`config.mk`:
```
export PLATFORM = sky130hd
export DESIGN_NAME = brb_ctrl
export DESIGN_NICKNAME = d
export VERILOG_FILES = /design/src/rtl/core/assert_macros.svh /design/src/rtl/core/brb_pkg.sv /design/src/rtl/core/brb_ctrl.sv
export SDC_FILE = /design/constraint.sdc
export NUM_CORES = 1
export LEC_CHECK = 0
export BUFFER_PORTS_ARGS = -buffer_cell sky130_fd_sc_hd__buf_2
export CORE_ASPECT_RATIO = 0.8
export CORE_MARGIN = 8
export CORE_UTILIZATION = 40
export CTS_CLUSTER_DIAMETER = 50
export DETAILED_ROUTE_END_ITERATION = 7
export HOLD_SLACK_MARGIN = 0.1
export PLACE_DENSITY_LB_ADDON = 0.25
export SYNTH_ARGS = -nofsm -noshare
export SYNTH_HDL_FRONTEND = slang
export SYNTH_SLANG_ARGS = --single-unit
```
`constraint.sdc`:
```
create_clock -name clk -period 14.2 [get_ports clk]
set_input_delay 0 -clock clk [delete_from_list [all_inputs] [get_ports clk]]
set_output_delay 0 -clock clk [all_outputs]
set_load 0.01 [all_outputs]
```
`src/rtl/core/assert_macros.svh`:
```
// Assertion helpers used by the RTL.
`ifndef ASSERT_MACROS_SVH
`define ASSERT_MACROS_SVH

// The consequent must hold in the same cycle as the antecedent.
`define ASSERT_SAME(label, clk, rst_n, ante, cons) \
	label: assert property (@(posedge clk) disable iff (!rst_n) (ante) |-> (cons)) \
		else $error("assertion failed: same-cycle implication");

// The consequent must hold in the cycle after the antecedent.
`define ASSERT_NEXT(label, clk, rst_n, ante, cons) \
	label: assert property (@(posedge clk) disable iff (!rst_n) (ante) |=> (cons)) \
		else $error("assertion failed: next-cycle implication");

`endif

```
`src/rtl/core/brb_pkg.sv`:
```
package brb_pkg;

	typedef enum logic [1:0] {
		OP_WRITE   = 2'd0,
		OP_READ    = 2'd1,
		OP_DISCARD = 2'd2,
		OP_CLEAR   = 2'd3
	} op_t;

	typedef struct packed {
		op_t         op;
		logic [7:0]  data_in;
		logic [10:0] amount;
		logic        drop_newest;
	} req_t;

	typedef struct packed {
		logic [7:0]  data_out;
		logic [10:0] moved;
		logic [10:0] stored_count;
		logic [10:0] free_count;
	} rsp_t;

	// Result of one transaction before the popped byte is attached.
	typedef struct packed {
		logic        is_read;
		logic [10:0] moved;
		logic [10:0] stored_count;
		logic [10:0] free_count;
	} res_t;

	localparam int unsigned CAP_RESET = 1024;

endpackage

```
`src/rtl/core/brb_ctrl.sv`:
```
module brb_ctrl #(
	parameter int unsigned DEPTH = 1024,
	localparam int unsigned PW = $clog2(DEPTH),
	localparam int unsigned CW = $clog2(DEPTH + 1)
) (
	input  logic           clk,
	input  logic           arst_n,
	input  logic           cfg_we,
	input  logic [10:0]    cfg_data,
	input  logic           en,
	input  brb_pkg::req_t  item,
	output brb_pkg::res_t  res,
	output logic [CW-1:0]  cap,
	output logic           mem_we,
	output logic [PW-1:0]  mem_waddr,
	output logic [7:0]     mem_wdata,
	output logic           mem_re,
	output logic [PW-1:0]  mem_raddr
);

	localparam int unsigned AW = (CW > 11) ? CW : 11;
	localparam int unsigned CAP_RST =
		(DEPTH < brb_pkg::CAP_RESET) ? DEPTH : brb_pkg::CAP_RESET;

	logic [PW-1:0] wp_q, rp_q, wp_n, rp_n;
	logic          full_q, full_n;
	logic [CW-1:0] cap_q, cap_cfg;
	logic [CW-1:0] count, count_n, moved;
	logic [CW:0]   wp_inc, rp_inc, p_back, p_fwd;
	logic [AW-1:0] amt_w, cnt_w;

	always_comb begin
		if (cfg_data == 11'd0) begin
			cap_cfg = CW'(1);
		end else if (32'(cfg_data) > 32'(DEPTH)) begin
			cap_cfg = CW'(DEPTH);
		end else begin
			cap_cfg = CW'(cfg_data);
		end
	end

	always_comb begin
		if (full_q) begin
			count = cap_q;
		end else if (wp_q >= rp_q) begin
			count = CW'(wp_q) - CW'(rp_q);
		end else begin
			count = cap_q + CW'(wp_q) - CW'(rp_q);
		end

		wp_inc = (CW+1)'(wp_q) + (CW+1)'(1);
		rp_inc = (CW+1)'(rp_q) + (CW+1)'(1);
		amt_w  = AW'(item.amount);
		cnt_w  = AW'(count);

		wp_n   = wp_q;
		rp_n   = rp_q;
		full_n = full_q;
		moved  = '0;
		mem_we = 1'b0;
		p_back = '0;
		p_fwd  = '0;

		unique case (item.op)
			brb_pkg::OP_WRITE: begin
				if (count < cap_q) begin
					wp_n   = (wp_inc >= (CW+1)'(cap_q)) ? '0 : PW'(wp_inc);
					full_n = (wp_n == rp_q);
					moved  = CW'(1);
					mem_we = en;
				end
			end
			brb_pkg::OP_READ: begin
				if (count != '0) begin
					rp_n   = (rp_inc >= (CW+1)'(cap_q)) ? '0 : PW'(rp_inc);
					full_n = 1'b0;
					moved  = CW'(1);
				end
			end
			brb_pkg::OP_DISCARD: begin
				moved  = (amt_w > cnt_w) ? count : CW'(amt_w);
				p_back = (CW+1)'(wp_q) + (CW+1)'(cap_q) - (CW+1)'(moved);
				p_fwd  = (CW+1)'(rp_q) + (CW+1)'(moved);
				if (moved != '0) begin
					if (item.drop_newest) begin
						wp_n = (p_back >= (CW+1)'(cap_q)) ?
							PW'(p_back - (CW+1)'(cap_q)) : PW'(p_back);
					end else begin
						rp_n = (p_fwd >= (CW+1)'(cap_q)) ?
							PW'(p_fwd - (CW+1)'(cap_q)) : PW'(p_fwd);
					end
					full_n = 1'b0;
				end
			end
			brb_pkg::OP_CLEAR: begin
				wp_n   = '0;
				rp_n   = '0;
				full_n = 1'b0;
			end
			default: begin
				wp_n = wp_q;
			end
		endcase

		if (full_n) begin
			count_n = cap_q;
		end else if (wp_n >= rp_n) begin
			count_n = CW'(wp_n) - CW'(rp_n);
		end else begin
			count_n = cap_q + CW'(wp_n) - CW'(rp_n);
		end

		res.is_read      = (item.op == brb_pkg::OP_READ) && (moved != '0);
		res.moved        = 11'(moved);
		res.stored_count = 11'(count_n);
		res.free_count   = 11'(cap_q - count_n);
	end

	assign cap       = cap_q;
	assign mem_waddr = wp_q;
	assign mem_wdata = item.data_in;
	assign mem_re    = en;
	assign mem_raddr = rp_q;

	always_ff @(posedge clk or negedge arst_n) begin
		if (!arst_n) begin
			wp_q   <= '0;
			rp_q   <= '0;
			full_q <= 1'b0;
			cap_q  <= CW'(CAP_RST);
		end else if (cfg_we) begin
			wp_q   <= '0;
			rp_q   <= '0;
			full_q <= 1'b0;
			cap_q  <= cap_cfg;
		end else if (en) begin
			wp_q   <= wp_n;
			rp_q   <= rp_n;
			full_q <= full_n;
		end
	end

endmodule

```
# [Word level (Yosys, flattened, before mapping)]
# Index checks and enable logic that the tools add are counted.
[word_totals] mem_count=0 romBits=0 regBits=32 inputBits=37 ram_bits=0 word_cells=72 latchBits=0
[op_classes] mul=0 n_lt_le_gt_ge=9 mux=34 div_mod_pow=0 shift=0 n_eq_ne=4 reduce_logical=7 bitwise=0 n_addsub=14
[ops] operator="two-way mux 10 bit" n=14
[ops] operator="two-way mux 11 bit" n=7
[ops] operator="one-hot mux 10 bit (3 select lines)" n=2
[ops] operator="one-hot mux 11 bit (3 select lines)" n=1
[ops] operator="nonzero test 11 bit" n=3
[ops] operator="adder 10 x 11 -> 12 bit" n=2
[ops] operator="greater-or-equal comparator 12 x 11 -> 1 bit" n=2
[ops] operator="adder 10 x 1 -> 11 bit, second input constant" n=2
[ops] operator="adder 11 x 10 -> 11 bit" n=2
[ops] operator="greater-or-equal comparator 11 bit" n=2
[ops] operator="subtractor 10 x 10 -> 11 bit" n=2
[ops] operator="subtractor 11 x 10 -> 11 bit" n=2
[ops] operator="greater-or-equal comparator 10 bit" n=2
[ops] operator="subtractor 10 bit" n=2
[ops] operator="subtractor 12 x 11 -> 12 bit" n=1
[ops] operator="> comparator 11 bit" n=1
[ops] operator="> comparator 11 bit, second input constant" n=1
[ops] operator="zero test 11 bit" n=1
[ops] operator="< comparator 11 bit" n=1
[ops] operator="subtractor 11 bit" n=1
[ops] operator="== test 10 bit" n=1
[ops] operator="two-way mux 1 bit" n=9
[ops] operator="== test 2 bit, second input constant" n=2
[ops] operator="one-hot mux 1 bit (4 select lines)" n=1
[ops] operator="other kinds (4)" n=4

# [Depth between registers and ports, before layout]
[logic_depth] word_depth=17 depth_mapped=67 ltp_nobuf=64

# [Least setup slack after synthesis]
# Ideal clock, no wire load.
[synth_path] kind="register to output" start="register cap_q[1] (netlist: cap[1])" end="output res[10] (netlist bit)" arrival_time_ns=13.519 stages_incl_launch_ff=63 path_slack_ns=0.681 n_path_buf=3 cell_sequence="dfrtp_1 inv_1 fa_1 inv_1 fa_1 a211oi_1 o21ai_0 and3_1 a311o_1 o31a_1 nand2_1 inv_1 ha_1 nand4_1 nor3_1 a211oi_1 a21oi_1 clkbuf_1 (+27 left out) a21oi_1 o211ai_1 clkbuf_1 nand2_1 o21ai_0 mux2i_1 ha_1 inv_1 fa_1 nand2_1 nand2_1 a21oi_1 o21bai_1 a21oi_1 o21bai_1 a21oi_1 o21ai_0 xnor2_1"
[synth_lines] item="start: declaration" line="brb_ctrl.sv:27" text="logic [CW-1:0] cap_q, cap_cfg;"
[synth_lines] item="start signal: assignment" line="brb_ctrl.sv:130" text="cap_q <= CW'(CAP_RST);"
[synth_lines] item="start signal: assignment" line="brb_ctrl.sv:135" text="cap_q <= cap_cfg;"
[synth_lines] item="end: declaration" line="brb_ctrl.sv:12" text="output brb_pkg::res_t res,"

==> results.sh <==
export IMPL_postSynthCellCount=1324
export IMPL_track_usage=0.276
export IMPL_cts_htree_levels=2
export IMPL_hold_class="in2reg"
export IMPL_timing_setup_tns_ps=0
export IMPL_drt_met1_wl_mm=18.9
export IMPL_cp_start_kind="flip-flop"
export IMPL_drt_pass1_iterations=6
export IMPL_first_global_vias=10500
export IMPL_ioPinCount=112
export IMPL_die_width_um=192
export IMPL_hold_viol_final=0
export IMPL_grt_pass1_wl_mm=63.7
export IMPL_initial_core_util=0.407
export IMPL_row_count=51
export IMPL_area_delta_synth_final_pct=16.6
export IMPL_path_class="reg2out"
export IMPL_vias=11200
export IMPL_setup_violations=0
export IMPL_drt_total_wl_mm=42.7
export IMPL_cp_max_fo=16
export IMPL_wl_per_cell_um=23.9
export IMPL_clk_insertion_delay_late_ps=290
export IMPL_async_flop_share=1.00
export IMPL_final_nets=1676
export IMPL_die_h_um=157
export IMPL_ys_ff_latch=32
export IMPL_whs_ps=144
export IMPL_maxSlewViolCount=0
export IMPL_cts_sinks=32
export IMPL_top_layer_used="met4"
export IMPL_synth_edff_count=0
export IMPL_status="finished clean"
export IMPL_syn_avg_cell_area_sq_um=7.49
export IMPL_synth_fp_nets=1536
export IMPL_cap_violations=0
export IMPL_gp_congestion=1.02
export IMPL_required_ps=14200
export IMPL_drtAntennaViolNets=0
export IMPL_finalClockSkew_ps=7.72
export IMPL_yosysSeqAreaShare=0.0809
export IMPL_first_iter_violations=1334
export IMPL_antenna_found_initial=0
export IMPL_dr_wl_met2_mm=17.0
export IMPL_grt_setup_unrepaired="false"
export IMPL_grt_overflow=0
export IMPL_cts_tree="yes"
export IMPL_synth_distinct_cells=89
export IMPL_max_freq_mhz=74.7
export IMPL_synth_area_sq_um=9920
export IMPL_grt_max_degree=39
export IMPL_clk_pin_slew_ps=60
export IMPL_yosysTopAreaCell="ha_1"
export IMPL_arrival_ps=13390
export IMPL_yosys_top_cells_area="ha_1 (18%), dfrtp_1 (7.8%), fa_1 (7.3%)"
export IMPL_slowest_delay_ps=520
export IMPL_worst_pin_slew_ps=1000
export IMPL_final_cell_mix="ha_1 (138), inv_1 (136), nor2_1 (116)"
export IMPL_clock_path_buffers=2
export IMPL_yosysWarningCount=0
export IMPL_place_hpwl_mm=34.2
export IMPL_die_area_sq_um=30100
export IMPL_cts_buffers=5
export IMPL_period_needed_ps=13390
export IMPL_cp_slowest_cell="a221oi_2"
export IMPL_cts_root_buf="clkbuf_16"
export IMPL_synth_ff_type="dfrtp_1"
export IMPL_drc_errors=0
export IMPL_finalCritPeriodShare=0.943
export IMPL_timing_slew_headroom=0.332
export IMPL_drive_gt1_frac=0.157
export IMPL_cp_end_kind="primary output"
export IMPL_final_common_cell="ha_1"
export IMPL_io_buffers=95
export IMPL_netlist_area_leader_share=0.175
export IMPL_avgViaCountPerCell=6.30
export IMPL_dr_wl_met3_mm=5.16
export IMPL_fp_coreArea_sq_um=24400
-- flip-flops by register name (all words and copies together) (netlist names) --
register	cells
cap	11
mem_raddr	10
mem_waddr	10
full_q	1
-- layer usage --
| layer | GRT usage | up-vias |
|---|---|---|
| met5 | 0.00697 | - |
| met4 | 0.0839 | 0 |
| met3 | 0.0796 | 113 |
| met2 | 0.396 | 688 |
| met1 | 0.389 | 5340 |
| li1 | - | 5105 |
-- Yosys cell counts, drive strengths merged, types with 19 or more instances --
| cell type | instances |
|---|---|
| a21oi | 101 |
| nor2 | 116 |
| a211oi | 20 |
| fa | 36 |
| xor2 | 26 |
| mux2 | 19 |
| o21ai | 81 |
| nand2 | 102 |
| nand3 | 31 |
| xnor2 | 55 |
| nor3 | 35 |
| o21a | 19 |
| ha | 139 |
| a21o | 26 |
| clkbuf | 33 |
| dfrtp | 31 |
| nand4 | 19 |
| inv | 137 |
| mux2i | 27 |
-- metrics by stage --
| stage | area [sq um] | utilization | worst slack (ps) | instances |
|---|---|---|---|---|
| global route | 11600 | 0.474 | 1.99 | 1783 |
| global placement | 11000 | 0.451 | 782 | 1744 |
| floorplan | 9920 | - | 681 | 1324 |
| detailed placement | 11000 | 0.451 | 556 | 1744 |
| CTS | 11400 | 0.468 | 208 | 1776 |
| finish | 11600 | 0.475 | 808 | 1784 |
-- final timing paths --
kind | start | to | slack (ps) | cells past startpoint
setup / recovery | mem_waddr[1] | res[9] | 810 | 61
hold / removal | cfg_data[0] | cap[0] | 140 | 5
setup reg to reg | mem_waddr[1] | mem_waddr[7] | 4730 | 41
hold reg to reg | mem_waddr[3] | mem_waddr[3] | 740 | 2
max in group asynchronous | arst_n | mem_waddr[1] | 13230 | 2
min in group asynchronous | arst_n | cap[6] | 360 | 2
-- worst max-delay path: cells and delay by family, from the launching register on --
family | cells | cell delay (ps)
AO/OA/AOI/OAI | 24 | 4760
adder cells (fa/ha/maj) | 9 | 3230
AND/OR/NAND/NOR | 12 | 1720
buffers and inverters | 10 | 1360
multiplexers | 4 | 1200
flip-flops | 1 | 480
XOR/XNOR | 2 | 330
-- cell type report --
cell class	instances	area, sq um
clock inverters	1	30.0
multi-input cells	1102	8440
inverters	140	529
clock buffers	7	153
diodes	1	2.50
flip-flops and latches	32	812
repair buffers	183	1200
well taps	318	398
fillers	2493	12800
-- cells by family (layout without fill, tap and decap cells) --
family | Yosys count | in the layout | share of synthesized area
simple gates | 398 | 398 | 0.194
mux | 46 | 46 | 0.0488
fa+ha+maj | 175 | 175 | 0.248
xor+xnor | 81 | 81 | 0.0715
compound gates | 402 | 402 | 0.279
buf+inv | 190 | 331 | 0.0772
flops | 32 | 32 | 0.0809
other cells | 0 | 1 | 0
-- timing repair --
item | CTS | global route
endpoints found under the hold margin | 49 | 0
hold buffers | 24 | 0
gates resized for setup | 0 | 29
setup buffers | 0 | 7
endpoints found under the setup margin | 0 | 8
Power is left out: the tool's default activity adds up to more than one toggle a clock period on the data nets, which glitch-free logic cannot reach.
